==> src/pee_pkg.sv <==
// postfix expression evaluator: shared types and constants
// stack geometry, character codes, status codes and arithmetic unit request
// no dependencies
`default_nettype none

package pee_pkg;

	localparam int STACK_DEPTH = 64;
	localparam int DATA_W      = 32;
	localparam int SYM_W       = 8;
	localparam int CNT_W       = $clog2(STACK_DEPTH + 1);
	localparam int ADDR_W      = $clog2(STACK_DEPTH);
	localparam int STEP_W      = $clog2(DATA_W);

	localparam logic [SYM_W-1:0] CH_ZERO  = 8'h30;
	localparam logic [SYM_W-1:0] CH_NINE  = 8'h39;
	localparam logic [SYM_W-1:0] CH_PLUS  = 8'h2B;
	localparam logic [SYM_W-1:0] CH_MINUS = 8'h2D;
	localparam logic [SYM_W-1:0] CH_STAR  = 8'h2A;
	localparam logic [SYM_W-1:0] CH_SLASH = 8'h2F;

	typedef enum logic [2:0] {
		ST_OK       = 3'd0,
		ST_EMPTY    = 3'd1,
		ST_INVALID  = 3'd2,
		ST_DIVZERO  = 3'd3,
		ST_BADOP    = 3'd4,
		ST_OVERFLOW = 3'd5
	} status_t;

	typedef enum logic [1:0] {
		ALU_ADD,
		ALU_SUB,
		ALU_MUL,
		ALU_DIV
	} alu_op_t;

	typedef struct packed {
		logic    start;
		alu_op_t op;
	} alu_req_t;

endpackage

`default_nettype wire

==> src/pee_alu.sv <==
// postfix expression evaluator: shared arithmetic unit
// add, subtract and multiply with a registered result, signed divide bit by bit
// depends on pee_pkg
`default_nettype none

module pee_alu (
	input  wire logic                       clk,
	input  wire logic                       arst_n,
	input  wire pee_pkg::alu_req_t          req,
	input  wire logic [pee_pkg::DATA_W-1:0] a,
	input  wire logic [pee_pkg::DATA_W-1:0] b,
	output logic                            done,
	output logic [pee_pkg::DATA_W-1:0]      result
);
	import pee_pkg::*;

	typedef enum logic [1:0] {
		A_IDLE,
		A_DIV,
		A_FIX
	} astate_t;

	astate_t             state_q;
	logic                done_q;
	logic [DATA_W-1:0]   result_q;
	logic [DATA_W:0]     rem_q;
	logic [DATA_W-1:0]   quo_q;
	logic [DATA_W-1:0]   dvs_q;
	logic                neg_q;
	logic [STEP_W-1:0]   step_q;

	logic [DATA_W-1:0]   mag_a;
	logic [DATA_W-1:0]   mag_b;
	logic [DATA_W-1:0]   prod;
	logic [DATA_W:0]     rem_sh;
	logic [DATA_W+1:0]   diff;

	always_comb begin
		mag_a  = a[DATA_W-1] ? (DATA_W'(0) - a) : a;
		mag_b  = b[DATA_W-1] ? (DATA_W'(0) - b) : b;
		prod   = DATA_W'(a * b);
		rem_sh = {rem_q[DATA_W-1:0], quo_q[DATA_W-1]};
		diff   = {1'b0, rem_sh} - {2'b00, dvs_q};
	end

	always_ff @(posedge clk or negedge arst_n) begin
		if (!arst_n) begin
			state_q <= A_IDLE;
			done_q  <= 1'b0;
		end else begin
			done_q <= ((state_q == A_IDLE) && req.start && (req.op != ALU_DIV))
				|| (state_q == A_FIX);
			unique case (state_q)
				A_IDLE: begin
					if (req.start) begin
						unique case (req.op)
							ALU_ADD: begin
								result_q <= a + b;
							end
							ALU_SUB: begin
								result_q <= a - b;
							end
							ALU_MUL: begin
								result_q <= prod;
							end
							ALU_DIV: begin
								rem_q   <= '0;
								quo_q   <= mag_a;
								dvs_q   <= mag_b;
								neg_q   <= a[DATA_W-1] ^ b[DATA_W-1];
								step_q  <= STEP_W'(DATA_W - 1);
								state_q <= A_DIV;
							end
						endcase
					end
				end
				A_DIV: begin
					if (diff[DATA_W+1]) begin
						rem_q <= rem_sh;
						quo_q <= {quo_q[DATA_W-2:0], 1'b0};
					end else begin
						rem_q <= diff[DATA_W:0];
						quo_q <= {quo_q[DATA_W-2:0], 1'b1};
					end
					if (step_q == '0) begin
						state_q <= A_FIX;
					end
					step_q <= step_q - STEP_W'(1);
				end
				A_FIX: begin
					result_q <= neg_q ? (DATA_W'(0) - quo_q) : quo_q;
					state_q  <= A_IDLE;
				end
				default: begin
					state_q <= A_IDLE;
				end
			endcase
		end
	end

	assign done   = done_q;
	assign result = result_q;

endmodule

`default_nettype wire

==> src/postfix_expression_evaluator.sv <==
// postfix expression evaluator: top level with operand stack and sequencer
// depends on pee_pkg and pee_alu
//
// input channel: symbol and end_mark under in_valid / in_stall; one
// character per item, an item with end_mark set closes the expression.
// output channel: status, value and bad_symbol under out_valid / out_stall;
// exactly one item leaves for each end marker, none for characters.
// a digit, an ignored character, a character rejected at once and an end
// marker are taken in S_IDLE; an operator passes S_RD_A, S_EXEC and, but
// for a divide by zero, S_WAIT, with in_stall high until S_IDLE again.
// operators take two stack reads through the single registered read port,
// then the shared arithmetic unit: a registered result for + - *, 32
// quotient bits plus a sign fix for /, then the result is written back.
// out_valid rises in the cycle after an end marker is taken.
// the result waits in an output register; while it is stalled, characters
// are still taken, and only a further end marker is held off.
// reset clears the stack count, the latched error and the output valid;
// stack entries hold no reset value and are only used after a write.
`default_nettype none

module postfix_expression_evaluator (
	input  wire logic                       clk,
	input  wire logic                       arst_n,
	input  wire logic                       in_valid,
	output logic                            in_stall,
	input  wire logic [pee_pkg::SYM_W-1:0]  symbol,
	input  wire logic                       end_mark,
	output logic                            out_valid,
	input  wire logic                       out_stall,
	output logic [2:0]                      status,
	output logic [pee_pkg::DATA_W-1:0]      value,
	output logic [pee_pkg::SYM_W-1:0]       bad_symbol
);
	import pee_pkg::*;

	typedef enum logic [1:0] {
		S_IDLE,
		S_RD_A,
		S_EXEC,
		S_WAIT
	} state_t;

	state_t              state_q;
	logic [CNT_W-1:0]    count_q;
	status_t             err_q;
	logic [SYM_W-1:0]    err_sym_q;
	logic                seen_q;
	alu_op_t             op_q;
	logic [DATA_W-1:0]   b_q;
	logic [DATA_W-1:0]   bottom_q;
	logic [DATA_W-1:0]   rd_data_q;
	logic [DATA_W-1:0]   mem [STACK_DEPTH];

	logic                out_valid_q;
	status_t             status_q;
	logic [DATA_W-1:0]   value_q;
	logic [SYM_W-1:0]    bad_q;

	logic                accept;
	logic                is_digit;
	logic                known_op;
	alu_op_t             dec_op;
	logic [SYM_W-1:0]    digit;
	logic [CNT_W-1:0]    cnt_m1;
	logic [CNT_W-1:0]    cnt_m2;
	logic [ADDR_W-1:0]   rd_addr;
	logic                we;
	logic [ADDR_W-1:0]   wa;
	logic [DATA_W-1:0]   wd;
	alu_req_t            alu_req;
	logic                alu_done;
	logic [DATA_W-1:0]   alu_result;

	assign in_stall = (state_q != S_IDLE) | (out_valid_q & out_stall & end_mark);
	assign accept   = in_valid & ~in_stall;

	always_comb begin
		is_digit = (symbol >= CH_ZERO) && (symbol <= CH_NINE);
		digit    = symbol - CH_ZERO;
		cnt_m1   = count_q - CNT_W'(1);
		cnt_m2   = count_q - CNT_W'(2);
		known_op = 1'b1;
		dec_op   = ALU_ADD;
		priority if (symbol == CH_PLUS) begin
			dec_op = ALU_ADD;
		end else if (symbol == CH_MINUS) begin
			dec_op = ALU_SUB;
		end else if (symbol == CH_STAR) begin
			dec_op = ALU_MUL;
		end else if (symbol == CH_SLASH) begin
			dec_op = ALU_DIV;
		end else begin
			known_op = 1'b0;
		end
		rd_addr = (state_q == S_IDLE) ? cnt_m1[ADDR_W-1:0] : cnt_m2[ADDR_W-1:0];
		alu_req.start = (state_q == S_EXEC) && !((op_q == ALU_DIV) && (b_q == '0));
		alu_req.op    = op_q;
		we = 1'b0;
		wa = count_q[ADDR_W-1:0];
		wd = DATA_W'(digit);
		if (state_q == S_IDLE) begin
			we = accept && !end_mark && (err_q == ST_OK) && is_digit
				&& (count_q < CNT_W'(STACK_DEPTH));
		end else if (state_q == S_WAIT) begin
			we = alu_done;
			wa = cnt_m2[ADDR_W-1:0];
			wd = alu_result;
		end
	end

	// operand stack, one write and one registered read port
	always_ff @(posedge clk) begin
		if (we) begin
			mem[wa] <= wd;
			if (wa == '0) begin
				bottom_q <= wd;
			end
		end
		rd_data_q <= mem[rd_addr];
	end

	pee_alu u_alu (
		.clk    (clk),
		.arst_n (arst_n),
		.req    (alu_req),
		.a      (rd_data_q),
		.b      (b_q),
		.done   (alu_done),
		.result (alu_result)
	);

	always_ff @(posedge clk or negedge arst_n) begin
		if (!arst_n) begin
			state_q     <= S_IDLE;
			count_q     <= '0;
			err_q       <= ST_OK;
			err_sym_q   <= '0;
			seen_q      <= 1'b0;
			out_valid_q <= 1'b0;
		end else begin
			if (accept && end_mark) begin
				out_valid_q <= 1'b1;
			end else if (!out_stall) begin
				out_valid_q <= 1'b0;
			end
			unique case (state_q)
				S_IDLE: begin
					if (accept && end_mark) begin
						value_q     <= '0;
						bad_q       <= '0;
						if (!seen_q) begin
							status_q <= ST_EMPTY;
						end else if (err_q != ST_OK) begin
							status_q <= err_q;
							if (err_q == ST_BADOP) begin
								bad_q <= err_sym_q;
							end
						end else if (count_q != CNT_W'(1)) begin
							status_q <= ST_INVALID;
						end else begin
							status_q <= ST_OK;
							value_q  <= bottom_q;
						end
						count_q   <= '0;
						err_q     <= ST_OK;
						err_sym_q <= '0;
						seen_q    <= 1'b0;
					end else if (accept) begin
						seen_q <= 1'b1;
						if (err_q == ST_OK) begin
							if (is_digit) begin
								if (count_q >= CNT_W'(STACK_DEPTH)) begin
									err_q <= ST_OVERFLOW;
								end else begin
									count_q <= count_q + CNT_W'(1);
								end
							end else if (count_q < CNT_W'(2)) begin
								err_q <= ST_INVALID;
							end else if (!known_op) begin
								err_q     <= ST_BADOP;
								err_sym_q <= symbol;
							end else begin
								op_q    <= dec_op;
								state_q <= S_RD_A;
							end
						end
					end
				end
				S_RD_A: begin
					b_q     <= rd_data_q;
					state_q <= S_EXEC;
				end
				S_EXEC: begin
					if ((op_q == ALU_DIV) && (b_q == '0)) begin
						err_q   <= ST_DIVZERO;
						state_q <= S_IDLE;
					end else begin
						state_q <= S_WAIT;
					end
				end
				S_WAIT: begin
					if (alu_done) begin
						count_q <= cnt_m1;
						state_q <= S_IDLE;
					end
				end
				default: begin
					state_q <= S_IDLE;
				end
			endcase
		end
	end

	assign out_valid  = out_valid_q;
	assign status     = status_q;
	assign value      = value_q;
	assign bad_symbol = bad_q;

endmodule

`default_nettype wire

==> config.mk <==
export PLATFORM = sky130hd
export DESIGN_NAME = postfix_expression_evaluator
export DESIGN_NICKNAME = d
export VERILOG_FILES = /design/src/pee_pkg.sv /design/src/pee_alu.sv /design/src/postfix_expression_evaluator.sv
export SDC_FILE = /design/constraint.sdc
export NUM_CORES = 2
export LEC_CHECK = 0
export BUFFER_PORTS_ARGS = -buffer_cell sky130_fd_sc_hd__buf_2
export CORE_MARGIN = 1.5
export CORE_UTILIZATION = 52
export CTS_CLUSTER_DIAMETER = 80
export CTS_CLUSTER_SIZE = 12
export DETAILED_ROUTE_END_ITERATION = 7
export PLACE_DENSITY_LB_ADDON = 0.25
export SLEW_MARGIN = 0
export SYNTH_ARGS = -nofsm -noshare
export SYNTH_HDL_FRONTEND = slang
export SYNTH_SLANG_ARGS = --single-unit
export TNS_END_PERCENT = 50
==> constraint.sdc <==
create_clock -name clk -period 7.95 [get_ports clk]
set_clock_uncertainty 0.15 [all_clocks]
set_input_delay 1.59 -clock clk [delete_from_list [all_inputs] [get_ports clk]]
set_output_delay 1.59 -clock clk [all_outputs]
set_load 0.02 [all_outputs]
==> impl_results.md <==
- CP dominant cell by count: fa_1
- CP top delay family: adder cells
- # Max-Cap Violations: 0
- Nets: 7,317
- Min Clock Period, post-route: 7.625 ns
- Synth Cell Area: 110,800 µm²
- Hpwl dp: 183,900 µm
- Largest net degree at the start of global routing: 113
- Via/cell ratio: 6.172
- CTS clock-pin slew for the worst setup and hold paths: 0.07 ns
- DR DRC count: 0
- FP Rows: 169
- Crit path kind: reg2reg
- Most common cell after layout, fill and taps aside: edfxtp_1
- Count of cell types in the netlist: 74
- Routed Antenna Nets: 0
- Gr usage total: 27.39%
- Worst path max stage delay: 0.57 ns
- Seq/Total Area, Yosys: 63.24%
- CTS Buf Count: 219
- Initial core utilization: 52.29%
- Clock sink count: 2,348
- # H-tree levels: 4
- Area grow syn2layout: 10.62%
- Slew headroom: 7.607%
- Post-synthesis cell count: 6,505
- Initial antenna violation count: 14
- Most frequent cells in the layout: edfxtp_1 (2,291), mux4_2 (640), inv_1 (452), fa_1 (410), nand2_1 (407)
- CTS tree: built
- Final Max Tran Viols: 0
- Maximum fanout along the worst path: 16
- EDFF count, synth: 2,291
- HP Class: reg2reg
- Grt total ovfl: 0
- IO Port Bufs: 57
- Worst path cell trace: buf_6, nand2_1, fa_1, fa_1, fa_1, fa_1, fa_1, inv_1, fa_1, fa_1, fa_1, ha_1, nand4_1, nor4_2, a221oi_2, nor3_1, a31oi_1, xnor2_1, nor3_1, a221oi_1
- Least-Margin Pin Slew: 1.378 ns
- Worst EP arrival: 8.01 ns
- Final Hold Fails: 0
- I/O Pins: 58
- Max clock buf depth: 3
- Wire length per cell: 30.33 µm
- Ys async rst share: 1.065%
- Starting DRT DRC Count: 6,649
- Clk_lat worst skew: 0.89 ns
- Chip height: 464.6 µm
- Outcome: completed
- Avg Synthesized Cell Area: 17.03 µm²
- Top FF cell, synth: edfxtp_1
- Setup violators final: 0
- Fillers: 15,842
- Crit-path slowest cell: fa_1
- CTS Root Cell: clkbuf_16
- First-pass GRT wire length: 424,300 µm
- Achievable Freq: 131.1 MHz
- Post-synthesis register bit count: 2,348
- Yosys warns: 0
- CP required: 8.34 ns
- Die X: 464.6 µm
- Fin Setup TNS: 0 ns
- CP Launch Type: flip-flop
- Via Count: 59,291
- GPL Wtd Cong: 0.9517
- Die area: 215,800 µm²
- Crit. End Element: flip-flop
- CP bufs+invs: 2
- Syn Nets: 7,131
- Layout cells sized above 1: 19.82%
- Unrepaired setup endpoints after global routing: false
- Core Area: 211,900 µm²
- Via count of the first global-routing pass: 60,596
- Tcrit/Tclk final: 95.92%
- DRT Wirelength: 291,300 µm
- Initial DRT Pass Iterations: 6
==> layout make-up <==
class,count,area [µm²],area share (%)
diodes,9,22.52,0.01838
clock buffers,279,5727,4.673
clock inverters,27,569.3,0.4645
inverters,452,1697,1.384
multi-input cells,3350,38400,31.34
flip-flops and latches,2348,70060,57.17
well taps,2821,3530,2.880
repair buffers,320,2539,2.072
==> synth_stat cells (all sizes together) (22+ instances only) <==
| library cell | count | share of area (%) |
|---|---|---|
| dfxtp | 32 | 0.58 |
| nand3 | 40 | 0.18 |
| and2 | 377 | 2.1 |
| ha | 203 | 2.3 |
| nand2b | 26 | 0.15 |
| or3 | 22 | 0.13 |
| a21o | 35 | 0.24 |
| nor3 | 42 | 0.20 |
| fa | 410 | 7.4 |
| xnor2 | 143 | 1.1 |
| dfrtp | 25 | 0.56 |
| nor2 | 218 | 0.74 |
| nor2b | 54 | 0.30 |
| a21oi | 147 | 0.67 |
| edfxtp | 2291 | 62 |
| o31ai | 34 | 0.23 |
| mux4 | 640 | 13 |
| mux2i | 62 | 0.56 |
| inv | 452 | 1.5 |
| a211oi | 60 | 0.41 |
| buf | 57 | 0.21 |
| o21ai | 123 | 0.56 |
| xor2 | 119 | 0.94 |
| clkbuf | 298 | 1.0 |
| nand2 | 408 | 1.4 |
==> stage by stage <==
step,hold slack [ns],cell area [µm²],worst slack [ns],util (%),cells
floorplan,0.2564,110800,0.5981,-,6505
detailed placement,0.3346,116200,0.2094,54.84,9289
finish,0.3475,122500,0.3247,57.84,9606
CTS,0.3509,122500,0.1469,57.81,9595
global route,0.3598,122500,0.01134,57.83,9599
global placement,0.3306,116200,0.2194,54.84,9289
==> worst paths after layout <==
path,startpoint,to,slack [ns],cells after the start
worst max register to register,b_q[8],u_alu.result[31],0.32,20
worst min-delay path,err_sym_q[7],err_sym_q[7],0.35,1
max in group asynchronous,arst_n,seen_q,6.68,2
worst min register to register,err_sym_q[7],err_sym_q[7],0.35,1
worst max-delay path,b_q[8],u_alu.result[31],0.32,20
min in group asynchronous,arst_n,count_q[3],0.62,2
==> sequential cells by signal, indices dropped and copies added, names as in the netlist, 7 cells and up <==
signal and flops:
b_q 32, bad_symbol 8, bottom_q 32, count_q 7, err_sym_q 8, mem 2048, rd_data_q 32, u_alu.dvs_q 32
u_alu.quo_q 32, u_alu.rem_q 32, u_alu.result 32, value 32
==> layer usage <==
layer	GRT usage, %	wire length (µm)	up-vias
li1	-	-	24784
met1	36.63	111000	31258
met2	44.82	142600	2712
met3	5.142	24760	529
met4	10.57	12860	8
met5	0	60	-
==> cells by family (layout without fill, tap and decap cells) <==
logic type / after synthesis / count (layout) / synth area share, %
AND/OR/NAND/NOR: 1246 / 1246 / 5.606
AO/OA/AOI/OAI: 521 / 521 / 2.996
adder cells (fa/ha/maj): 613 / 613 / 9.702
XOR/XNOR: 262 / 262 / 2.071
flip-flops: 2348 / 2348 / 63.24
other: 0 / 9 / 0
buffers and inverters: 807 / 1078 / 2.749
multiplexers: 708 / 708 / 13.63
==> worst reg2reg max path: cells and delay by family (launching register included) <==
family                   cells  cell delay [ns]
adder cells (fa/ha/maj)      9             4.55
flip-flops                   1             0.55
AND/OR/NAND/NOR              5             1.26
XOR/XNOR                     1             0.14
buffers and inverters        2             0.34
AO/OA/AOI/OAI                3             0.34
==> repair_timing <==
item / 4_1_cts / 5_1_grt
setup endpoints to repair: 0 / 3
setup buffers: 0 / 2
gates resized for setup: 0 / 5
hold buffers: 0 / 0
Power is not shown: default switching activity piles up to over one toggle a cycle in this logic, so the estimate is an artifact.
